<file path="src/design/per_transmitter_frame_tally_macros.svh">
// Assertion macros for the per-transmitter frame tally.
// Used by the top level; expects signals named clock and reset in scope.
`ifndef PER_TRANSMITTER_FRAME_TALLY_MACROS_SVH
`define PER_TRANSMITTER_FRAME_TALLY_MACROS_SVH

`ifndef SYNTHESIS
`define PTFT_ASSERT_IMP(name, ante, cons) \
   name: assert property (@(posedge clock) disable iff (reset) (ante) |-> (cons)) \
      else $error("ptft: same-cycle check failed");
`define PTFT_ASSERT_NXT(name, ante, cons) \
   name: assert property (@(posedge clock) disable iff (reset) (ante) |=> (cons)) \
      else $error("ptft: next-cycle check failed");
`else
`define PTFT_ASSERT_IMP(name, ante, cons)
`define PTFT_ASSERT_NXT(name, ante, cons)
`endif

`endif

</file>
<file path="src/design/ptft_ram.sv">
// Generic single-write, single-read synchronous RAM with registered read.
// Read data holds when no read is issued. No dependencies.
`timescale 1ns / 1ps

module ptft_ram #(
   parameter int WIDTH = 8,
   parameter int DEPTH = 16,
   parameter int AW    = (DEPTH > 1) ? $clog2(DEPTH) : 1
) (
   input  logic             clock,
   input  logic             wr_en,
   input  logic [AW-1:0]    wr_addr,
   input  logic [WIDTH-1:0] wr_data,
   input  logic             rd_en,
   input  logic [AW-1:0]    rd_addr,
   output logic [WIDTH-1:0] rd_data
);

   logic [WIDTH-1:0] mem_ff [DEPTH];
   logic [WIDTH-1:0] rd_data_ff;

   always_ff @(posedge clock) begin
      if (wr_en) begin
         mem_ff[wr_addr] <= wr_data;
      end
      if (rd_en) begin
         rd_data_ff <= mem_ff[rd_addr];
      end
   end

   assign rd_data = rd_data_ff;

endmodule

</file>
<file path="config.mk">
export PLATFORM = sky130hd
export DESIGN_NAME = ptft_ram
export DESIGN_NICKNAME = d
export VERILOG_FILES = /design/src/design/per_transmitter_frame_tally_macros.svh /design/src/design/ptft_ram.sv
export SDC_FILE = /design/constraint.sdc
export NUM_CORES = 1
export LEC_CHECK = 0
export BUFFER_PORTS_ARGS = -buffer_cell sky130_fd_sc_hd__buf_2
export CORE_MARGIN = 5
export CORE_UTILIZATION = 41
export CTS_BUF_LIST = sky130_fd_sc_hd__clkbuf_4 sky130_fd_sc_hd__clkbuf_8 sky130_fd_sc_hd__clkbuf_16
export DETAILED_ROUTE_END_ITERATION = 7
export PLACE_DENSITY_LB_ADDON = 0.08
export SLEW_MARGIN = 30
export SYNTH_ARGS = -nofsm -noshare
export SYNTH_HDL_FRONTEND = slang
export SYNTH_SLANG_ARGS = --single-unit
</file>
<file path="constraint.sdc">
create_clock -name clock -period 5.35 [get_ports clock]
set_input_delay 1.07 -clock clock [delete_from_list [all_inputs] [get_ports clock]]
set_output_delay 1.07 -clock clock [all_outputs]
set_load 0.05 [all_outputs]
</file>
Word-level counts from Yosys, hierarchy flattened --
Memories as Yosys holds them, arrays and structs flattened. A register that Yosys moved wholly into a read port is not among the register bits. Index checks and enable logic that the tools add are counted.
Storage, ports and cells: flip-flop bits (word level) 0, RAM bits 128, bits of input ports 19, output and inout port bits 8, memories 1
Memories:
- mem_ff | words 16, bits a word 8, read ports 1, clocked after Yosys merged registers in 1, write ports 1, RTL line ptft_ram.sv:19 | logic [WIDTH-1:0] mem_ff [DEPTH];
Cells by class: multiplexer cells 2
Operator list (count):
- two-way mux 1 bit | 2

Depth between registers and ports, before layout --
word-level depth 2, depth in mapped cells 5

Worst setup path before layout --
No wires, ideal clock.
path type input to register, start input wr_addr[2], end memory mem_ff[0][0] (enable), setup time 383 ps, data arrival time 2180 ps, required time 4967 ps, path slack 2787 ps, stages 2, buffers on the path 0, path through or3b_2 -> nor3_1
RTL lines:
- start: declaration | RTL line ptft_ram.sv:12 | input logic [AW-1:0] wr_addr,
- end: declaration | RTL line ptft_ram.sv:19
No word-level cell before the write port.

==> impl_summary.txt <==
----------------------------------------------------
[CTS]
  Insertion delay to the later sink of the worst-skew pair ... 410 ps
  H-tree depth ... 4
  Clock tree root driver cell ... sky130_fd_sc_hd__clkbuf_16
  Buffer levels on the longest clock path ... 2
  TritonCTS Buffers ... 17
  Sinks on Clock Net ... 136
  Number of gates resized after CTS ... 0
  Setup fix buffers added after clock tree synthesis ... 0
  TritonCTS clock tree ... done
  Cts hold-fix bufs ... 0
  Clock transition at the register clock pins on the worst setup and hold paths after CTS ... 50 ps

[Layout]
  Cell area after layout ... 6040 um^2
  Share of post-route cells with drive strength above 1 ... 0.277
  Number of diodes ... 0
  Net count reported at finish ... 287
  Count of fill cells added during filler insertion ... 1008
  Sequential cell area ... 4080 um^2
  Synthesis-to-layout area growth ... 15.6%
  Area of the multi-input gates ... 1070 um^2
  Fraction of the core area covered by cells at the end of the flow ... 0.481

[Drt]
  1st-pass router iterations ... 4
  Via total after detailed routing ... 2350
  Final routed wirelength across all metal layers ... 9940 um
  Average wire per cell in the routed design ... 22.1 um
  Routed vias/inst ... 5.22
  DRC viols ... 0
  Remaining number of nets flagged by the antenna check after routing ... 0
  Detailed Route Iter0 Violations ... 123

[Global routing]
  GR Util All Layers ... 0.146
  Pin count of the biggest net entering global routing ... 33
  Remaining global-route overflow ... 0
  Global-route wire length before repair ... 14900 um
  Number of antenna violations at the first check in global routing ... 0
  Via count of the first global-routing pass ... 2437

[Synthesis]
  Portion of synthesized cell area occupied by the leading cell type ... 0.781
  Library cell occupying the most area in the post-synthesis netlist ... sky130_fd_sc_hd__edfxtp_1
  Number of flops mapped to enable cells by yosys ... 136
  Number of nets in the synthesized netlist ... 248
  Number of different library cells in the post-synthesis netlist ... 18
  Dominant cell by count in the synthesized netlist ... sky130_fd_sc_hd__edfxtp_1
  Count of mapped cells out of synthesis ... 229
  Ranking of synthesized cells by area ... sky130_fd_sc_hd__edfxtp_1 (78%), sky130_fd_sc_hd__mux4_2 (7.8%), sky130_fd_sc_hd__mux4_1 (7.0%), sky130_fd_sc_hd__a22oi_1 (2.3%), sky130_fd_sc_hd__nor2_1 (0.93%)
  Top cells by instance count after synthesis ... sky130_fd_sc_hd__edfxtp_1 (136), sky130_fd_sc_hd__mux4_2 (18), sky130_fd_sc_hd__a22oi_1 (16)
  Synthesis-stage register bit count ... 136
  Cell Area, Synth ... 5230 um^2
  Mean area per synthesized cell ... 22.8 um^2
  Ys flop type ... sky130_fd_sc_hd__edfxtp_1
  Ys Warns ... 0
  Share of the yosys chip area belonging to registers ... 0.781
  Proportion of synthesized flip-flops having asynchronous set or reset ... 0

[Place]
  Placement Cell Area ... 5520 um^2
  Detailed placer's ending HPWL ... 6230 um
  RePlAce Congestion ... 0.697
  Buffers on Ports ... 26

[Power and ir drop]
  Power density of the placed cells ... 387 nW/um^2
  Peak ir drop on the vdd network ... 0.000205 V
  Leakage power ... 1.99 nW

[STA]
  Pin slew with the least headroom to its limit ... 960 ps
  Unrepaired setup endpoints after global routing ... no
  Final worst path period need ... 2780 ps
  Number of pins with negative max-slew slack in the final report ... 0
  Period utilization ... 0.519
  Fmax ... 0.360 GHz
  # setup viols final ... 0
  Worst clock skew on the final layout ... 3.90 ps
  Total count of hold-check failures in the final report ... 0
  Setup Total Neg Slack ... 0 ps
  Worst rel slew slack ... 0.357
  WHS ... 748 ps

[Worst hold path]
  Worst hold path type ... reg2reg
  Worst min-delay path startpoint ... mem_ff[8][3]
  Number of cells on the worst hold path ... 3
  Worst hold endpoint ... rd_data[3]

[Floorplan]
  Starting utilization of the core area ... 0.416
  Row count ... 41
  Vert. Die Dim ... 123 um
  Core Footprint ... 12600 um^2
  Horiz. Die Dim ... 123 um
  Number of placed I/O pins ... 27
  Die area ... 15100 um^2

[Setup path]
  CP Launch Type ... primary input
  Endpoint type of the worst setup path ... flip-flop
  Worst path required time ... 5510 ps
  Arrival time at the worst endpoint ... 2940 ps
  Minimum setup slack among reg-to-reg paths ... 3770 ps
  Critical register-to-register path endpoint ... rd_data[6]
  RR Startpoint ... mem_ff[11][6]
  Number of cells traversed by the worst register-to-register path ... 3
  Critical path peak fanout ... 19
  Worst Setup Path Type ... in2reg

[Run status]
  Outcome ... finished clean

[Run]
  # Max-Cap Violations ... 0

----------------------------------------------------
## worst max-delay path by stage
stage	depth (start not counted)	slack [ps]	start	endpoint
3_3_place_gp	5	2090	rd_addr[0]	rd_data[3]
6_report	5	2570	rd_addr[0]	rd_data[3]
2_1_floorplan	2	2790	wr_addr[2]	mem_ff[0][0]
5_1_grt	5	2370	rd_addr[0]	rd_data[3]
3_5_place_dp	5	2060	rd_addr[0]	rd_data[3]
4_1_cts	5	2510	rd_addr[0]	rd_data[3]
## metrics by stage
stage	cells	total power, mW	worst slack (ps)
3_3_place_gp	421	1.35	2090
5_1_grt	450	2.43	2370
6_report	450	2.34	2570
2_1_floorplan	229	1.31	2790
4_1_cts	450	2.37	2510
3_5_place_dp	421	1.35	2060
## power breakdown
group | internal [mW] | total (mW) | switching [mW]
Sequential | 1.20 | 1.21 | 0.00514
Clock | 0.639 | 1.01 | 0.374
Combinational | 0.0424 | 0.122 | 0.0796
## layout make-up
cell class | instances | share of cell area
sequential | 136 | 0.676
multi-input combinational | 83 | 0.177
clock buffer | 21 | 0.0754
tap | 172 | 0.0356
timing repair buffer | 30 | 0.0265
clock inverter | 8 | 0.00973
## routing by layer
metal	part of all wire	up-vias	GRT usage
met4	0.0083	0	0.0609
met2	0.48	72	0.219
met5	0	-	0
met1	0.45	1208	0.201
li1	-	1064	-
met3	0.071	6	0.0416
## cells by family (layout without fill, tap and decap cells)
| kind of cell | Yosys count | in the layout | synth area share |
|---|---|---|---|
| AOI/OAI and AO/OA | 16 | 16 | 0.0230 |
| buffers and inverters | 10 | 59 | 0.0165 |
| DFF | 136 | 136 | 0.781 |
| muxes | 32 | 32 | 0.148 |
| and+or+nand+nor | 35 | 35 | 0.0314 |
## cells in the final DEF, fill, tap and decap left out
| cell type | count |
|---|---|
| sky130_fd_sc_hd__a22oi_1 | 16 |
| sky130_fd_sc_hd__and2_1 | 1 |
| sky130_fd_sc_hd__and2b_1 | 1 |
| sky130_fd_sc_hd__buf_2 | 26 |
| sky130_fd_sc_hd__buf_4 | 4 |
| sky130_fd_sc_hd__bufinv_16 | 1 |
| sky130_fd_sc_hd__clkbuf_16 | 17 |
| sky130_fd_sc_hd__clkbuf_4 | 4 |
| sky130_fd_sc_hd__clkinv_1 | 5 |
| sky130_fd_sc_hd__clkinv_2 | 2 |
| sky130_fd_sc_hd__edfxtp_1 | 136 |
| sky130_fd_sc_hd__mux4_1 | 14 |
| sky130_fd_sc_hd__mux4_2 | 18 |
| sky130_fd_sc_hd__nand2_1 | 9 |
| sky130_fd_sc_hd__nand2b_1 | 2 |
| sky130_fd_sc_hd__nand3_1 | 1 |
| sky130_fd_sc_hd__nand3b_1 | 2 |
| sky130_fd_sc_hd__nor2_1 | 10 |
| sky130_fd_sc_hd__nor2_2 | 3 |
| sky130_fd_sc_hd__nor2b_1 | 1 |
| sky130_fd_sc_hd__nor3_1 | 3 |
| sky130_fd_sc_hd__nor3_2 | 1 |
| sky130_fd_sc_hd__or3b_2 | 1 |
## state kept, by name, indices dropped and copies added (netlist names)
name	flops
mem_ff	128
rd_data	8
## critical path, cell delays in order
cell,delay (ps)
sky130_fd_sc_hd__buf_2,540
sky130_fd_sc_hd__buf_4,390
sky130_fd_sc_hd__mux4_1,590
sky130_fd_sc_hd__a22oi_1,260
sky130_fd_sc_hd__nand2_1,80
Power figures use the tool's default switching activity.
