===== config.mk =====
export PLATFORM = sky130hd
export DESIGN_NAME = ptft_upd
export DESIGN_NICKNAME = d
export VERILOG_FILES = /design/src/design/per_transmitter_frame_tally_macros.svh /design/src/design/ptft_pkg.sv /design/src/design/ptft_upd.sv
export SDC_FILE = /design/constraint.sdc
export NUM_CORES = 1
export LEC_CHECK = 0
export BUFFER_PORTS_ARGS = -buffer_cell sky130_fd_sc_hd__buf_4
export CAP_MARGIN = 30
export CORE_AREA = 2 2 152 154
export DETAILED_ROUTE_END_ITERATION = 6
export DIE_AREA = 0 0 154 156
export PLACE_DENSITY_LB_ADDON = 0.1
export SLEW_MARGIN = 20
export SYNTH_ARGS = -nofsm -noshare
export SYNTH_HDL_FRONTEND = slang
export SYNTH_SLANG_ARGS = --single-unit

===== constraint.sdc =====
create_clock -name vclk -period 3.6
set_input_delay 0.72 -clock vclk [all_inputs]
set_output_delay 0.72 -clock vclk [all_outputs]
set_load 0.01 [all_outputs]

===== src/design/per_transmitter_frame_tally_macros.svh =====
// Assertion macros for the per-transmitter frame tally.
// Used by the top level; expects signals named clock and reset in scope.
`ifndef PER_TRANSMITTER_FRAME_TALLY_MACROS_SVH
`define PER_TRANSMITTER_FRAME_TALLY_MACROS_SVH

`ifndef SYNTHESIS
`define PTFT_ASSERT_IMP(name, ante, cons) \
   name: assert property (@(posedge clock) disable iff (reset) (ante) |-> (cons)) \
      else $error("ptft: same-cycle check failed");
`define PTFT_ASSERT_NXT(name, ante, cons) \
   name: assert property (@(posedge clock) disable iff (reset) (ante) |=> (cons)) \
      else $error("ptft: next-cycle check failed");
`else
`define PTFT_ASSERT_IMP(name, ante, cons)
`define PTFT_ASSERT_NXT(name, ante, cons)
`endif

`endif


===== src/design/ptft_pkg.sv =====
// Shared types and constants for the per-transmitter frame tally.
// No dependencies.
`timescale 1ns / 1ps

package ptft_pkg;

   localparam int TABLE_DEPTH = 48;
   localparam int IDX_W = (TABLE_DEPTH > 1) ? $clog2(TABLE_DEPTH) : 1;
   localparam int CNT_W = $clog2(TABLE_DEPTH + 1);

   localparam int CMD_W  = 2;
   localparam int KIND_W = 2;
   localparam int LEN_W  = 12;
   localparam int RSSI_W = 8;
   localparam int CHAN_W = 4;
   localparam int ADDR_W = 48;
   localparam int CTR_W  = 32;
   localparam int SUB_W  = 16;
   localparam int USED_W = 6;

   localparam logic [CMD_W-1:0] CMD_FRAME = 2'd0;
   localparam logic [CMD_W-1:0] CMD_CLEAR = 2'd1;
   localparam logic [CMD_W-1:0] CMD_DUMP  = 2'd2;

   localparam logic [KIND_W-1:0] KIND_MGMT = 2'd0;
   localparam logic [KIND_W-1:0] KIND_DATA = 2'd1;

   localparam logic [LEN_W-1:0]         MIN_LEN   = 12'd16;
   localparam int                       GROUP_BIT = 40;
   localparam logic signed [RSSI_W-1:0] NEW_RSSI  = -8'sd127;

   typedef struct packed {
      logic [KIND_W-1:0]        kind;
      logic [LEN_W-1:0]         length;
      logic signed [RSSI_W-1:0] rssi;
      logic [CHAN_W-1:0]        channel;
      logic [ADDR_W-1:0]        addr;
   } frame_type;

   typedef struct packed {
      logic [ADDR_W-1:0]        addr;
      logic signed [RSSI_W-1:0] rssi;
      logic [CHAN_W-1:0]        channel;
      logic [CTR_W-1:0]         frames;
      logic [CTR_W-1:0]         bytes;
      logic [SUB_W-1:0]         mgmt;
      logic [SUB_W-1:0]         data;
   } entry_type;

   localparam int ENTRY_W = $bits(entry_type);

   typedef struct packed {
      entry_type          entry;
      logic [CTR_W-1:0]   total;
      logic [USED_W-1:0]  used;
      logic               valid;
      logic               last;
   } rsp_type;

   typedef enum logic [2:0] {
      ST_IDLE,
      ST_SEARCH,
      ST_WRITE,
      ST_DUMP_RD,
      ST_DUMP_OUT,
      ST_EMPTY
   } state_type;

endpackage


===== src/design/ptft_upd.sv =====
// Entry update: folds one counted frame into a table entry.
// Depends on ptft_pkg.
`timescale 1ns / 1ps

module ptft_upd import ptft_pkg::*; (
   input  entry_type old_entry,
   input  frame_type frame,
   output entry_type new_entry
);

   always_comb begin
      new_entry         = old_entry;
      if ($signed(frame.rssi) > $signed(old_entry.rssi)) begin
         new_entry.rssi = frame.rssi;
      end
      new_entry.channel = frame.channel;
      new_entry.frames  = old_entry.frames + CTR_W'(1);
      new_entry.bytes   = old_entry.bytes + CTR_W'(frame.length);
      if (frame.kind == KIND_MGMT) begin
         new_entry.mgmt = old_entry.mgmt + SUB_W'(1);
      end else begin
         new_entry.data = old_entry.data + SUB_W'(1);
      end
   end

endmodule


== Yosys cells after proc, flatten, opt, wreduce, memory -nomap -nowiden ==
Cells that the tools add are included.

* Output and inout bits: 156
* Word-level logic and storage cells: 9
* Bits of input ports: 230
* Register bits after elaboration: 0

* Add/subtract/negate cells: 4
* Magnitude comparators: 1
* Multiplexer cells: 3
* Reduce and logical (&&, ||, !) cells: 1

{| class="wikitable"
|+ Operators with widths
! kind !! count
|-
| adder 16 x 1 -> 16 bit (second input constant) || 2
|-
| adder 32 x 1 -> 32 bit (second input constant) || 1
|-
| adder 32 x 12 -> 32 bit || 1
|-
| 2-to-1 mux 16 bit || 2
|-
| greater-than comparator 8 bit || 1
|-
| 2-to-1 mux 8 bit || 1
|-
| logical NOT 2 bit || 1
|}

== Depth between registers and ports, before layout ==
* Depth in word-level cells: 2
* Gate-level depth with buffers: 8
* Gate-level depth less buffers: 7

== Worst setup path before layout ==
Ideal clock, no wire load.

* Kind: input -> output
* Start: in old_entry[32] in the netlist's numbering
* End: out new_entry[52] in the netlist's numbering
* Stages: 8
* Arrival: 2.437 ns
* Slack: 0.443 ns
* Path through: ha_1 -> fa_1 -> a21o_1 -> a221oi_2 -> or3_1 -> buf_6 -> a211oi_1 -> xnor2_1

{| class="wikitable"
|+ RTL lines
! what !! RTL line !! text
|-
| from (decl) || ptft_upd.sv:6 || <nowiki>input entry_type old_entry,</nowiki>
|-
| to (decl) || ptft_upd.sv:8 || <nowiki>output entry_type new_entry</nowiki>
|}

==> results.sh <==
export IMPL_status="finished clean"
export IMPL_numPortBuffers=230
export IMPL_final_cell_mix="237 x buf_4, 57 x xnor2_1, 35 x nand2_1"
export IMPL_final_common_cell="buf_4"
export IMPL_dpl_worst_slack_ns=0.0603
export IMPL_yosysWarnings=0
export IMPL_synth_area_per_cell_um2=7.14
export IMPL_p_int_w=0.000322
export IMPL_cp_end_kind="primary output"
export IMPL_clock_power_share=0
export IMPL_die_y_um=156
export IMPL_drt_wl_total_um=11100
export IMPL_syn_inst=394
export IMPL_place_congestion=0.736
export IMPL_swShare=0.467
export IMPL_wl_per_cell_um=12.9
export IMPL_synthSimpleGateAreaFrac=0.248
export IMPL_antenna_found_initial=0
export IMPL_hpwl_um=10000
export IMPL_rsz0062_at_grt="true"
export IMPL_seq_area_um2=0
export IMPL_startpoint_type="input pin"
export IMPL_dieArea_um2=24000
export IMPL_route_detailed_drc=0
export IMPL_max_stage_delay_ns=0.36
export IMPL_report_final_hold_viol_count=0
export IMPL_hold_end="new_entry[116]"
export IMPL_period_share=0.968
export IMPL_synth_top_family_by_area="XOR/XNOR gates"
export IMPL_min_from="old_entry[116]"
export IMPL_grt_pass1_vias=3425
export IMPL_crit_path_max_fanout=10
export IMPL_vias=3388
export IMPL_clkbuf_count=0
export IMPL_pin_count=386
export IMPL_crit_family="compound AO/OA/AOI/OAI gates"
export IMPL_slowest_stage="or3_1"
export IMPL_seq_power_share=0
export IMPL_fmax_mhz=287
export IMPL_power_switching_w=0.000282
export IMPL_whs_path_depth=0
export IMPL_netlist_area_um2=2810
export IMPL_seq_area_frac_synth=0
export IMPL_slew_limit_headroom=0.551
export IMPL_min_period_ns=3.48
export IMPL_crit_chain="buf_4 > ha_1 > fa_1 > a21o_1 > a221oi_4 > or3_1 > buf_12 > a2111oi_2 > xor2_1 > buf_4"
export IMPL_grt_overflow=0
export IMPL_layout_area_overhead_vs_synth_pct=62.8
export IMPL_power_w=0.000604
export IMPL_synth_xor_area_frac=0.280
export IMPL_finalSetupViolations=0
export IMPL_ys_types=42
export IMPL_via_per_inst=3.93
export IMPL_drtIter0Drc=95
export IMPL_grt_pass1_wl_um=17400
export IMPL_antennaDiodeCount=0
export IMPL_rows=55
export IMPL_design_seq_count=0
export IMPL_grtUsageTotal=0.0846
export IMPL_worst_slew_pin_slew_ns=0.667
export IMPL_tns_ns=0
export IMPL_critPathMostFrequentCell="buf_4"
export IMPL_slew_violations=0
export IMPL_grt_max_degree=12
export IMPL_synthAdderAreaFrac=0.109
export IMPL_power_frac_comb=1.000
export IMPL_synth_compound_area_frac=0.141
export IMPL_setup_slack_ns=0.117
export IMPL_p_leak_nw=2.08
export IMPL_start_util=0.126
export IMPL_drtAntennaViolNets=0
export IMPL_muxShareOfSynthArea=0.0440
export IMPL_power_per_cell_area_nw_per_um2=132
export IMPL_worstSetupPathType="in -> out"
export IMPL_arrival_ns=2.76
export IMPL_holdCritPathClass="in -> out"
export IMPL_multi_input_area_um2=2330
export IMPL_cts_setup_buffers=0
export IMPL_core_area_um2=22400
export IMPL_cp_num_buf_inv=3
export IMPL_syn_nets=648
export IMPL_chipWidth_um=154
export IMPL_ir_drop_v=0.0000433
export IMPL_cap_violations=0
export IMPL_fillers=2539
export IMPL_num_nets_final=834
export IMPL_drive_gt1_frac=0.457
export IMPL_drtPass1Iterations=4
export IMPL_worst_ep_required_time_ns=2.88
==> how the worst max path moves through the flow <==
stage                             start             to  cells past startpoint
final                     old_entry[32]  new_entry[60]                     10
after global routing          frame[60]  new_entry[58]                     10
after CTS                 old_entry[32]  new_entry[48]                     10
after detailed placement  old_entry[32]  new_entry[48]                     10
after global placement    old_entry[40]  new_entry[57]                      8
after floorplan           old_entry[32]  new_entry[52]                      8
==> power groups by stage <==
| stage | Combinational (W) | Clock (W) | Sequential, W |
|---|---|---|---|
| detailed placement | 0.000606 | 0 | 0 |
| global route | 0.000660 | 0 | 0 |
| global placement | 0.000611 | 0 | 0 |
| CTS | 0.000609 | 0 | 0 |
| floorplan | 0.000317 | 0 | 0 |
| finish | 0.000604 | 0 | 0 |
==> synthesized netlist by cell type (2+ instances only) <==
cell	count	area [um^2]
nand2_1	35	131
or3_1	2	12.5
a2111oi_2	6	90.1
a211oi_1	13	97.6
ha_1	23	288
and3_1	11	68.8
inv_1	25	93.8
nor2_1	23	86.3
and2_1	3	18.8
nor2b_1	3	18.8
xor2_1	33	289
nor3_1	6	30.0
nand4_1	18	113
o21ai_0	6	30.0
nand3_1	29	145
xnor2_1	57	499
mux2_2	11	124
nor4_1	3	18.8
a21oi_1	13	65.1
buf_4	52	390
==> stage by stage <==
step                      cells   util  hold slack [ns]  instance area (um^2)
after CTS                   863  0.204             1.44                  4560
after global placement      863  0.204             1.44                  4560
after detailed placement    863  0.204             1.44                  4560
after global routing        863  0.205             1.44                  4580
final                       863  0.205             1.44                  4580
after floorplan             394      -             1.48                  2810
==> logic make-up after synthesis <==
kind of cell             count (synthesis)
multiplexers                            11
buffers and inverters                   79
AND/OR/NAND/NOR                        139
adder cells (fa/ha/maj)                 24
AO/OA/AOI/OAI                           51
XOR/XNOR                                90
==> area by class of cell <==
type	instances	area share
Multi-Input combinational cell	315	0.509
Timing Repair Buffer	238	0.393
Tap cell	285	0.0779
Inverter	25	0.0205
==> repair_timing <==
action                                  4_1_cts  5_1_grt
endpoints found under the setup margin        0       16
hold buffers                                  0        0
resized for setup                             0        3
==> per-layer routing <==
| metal | track usage | wire (um) | vias to the layer above |
|---|---|---|---|
| met5 | 0 | 0 | - |
| met4 | 0.0156 | 194 | 0 |
| met3 | 0.0133 | 805 | 24 |
| met2 | 0.152 | 5420 | 147 |
| met1 | 0.107 | 4720 | 1511 |
| li1 | - | - | 1706 |
No activity file was read; power rests on OpenSTA's default activity.
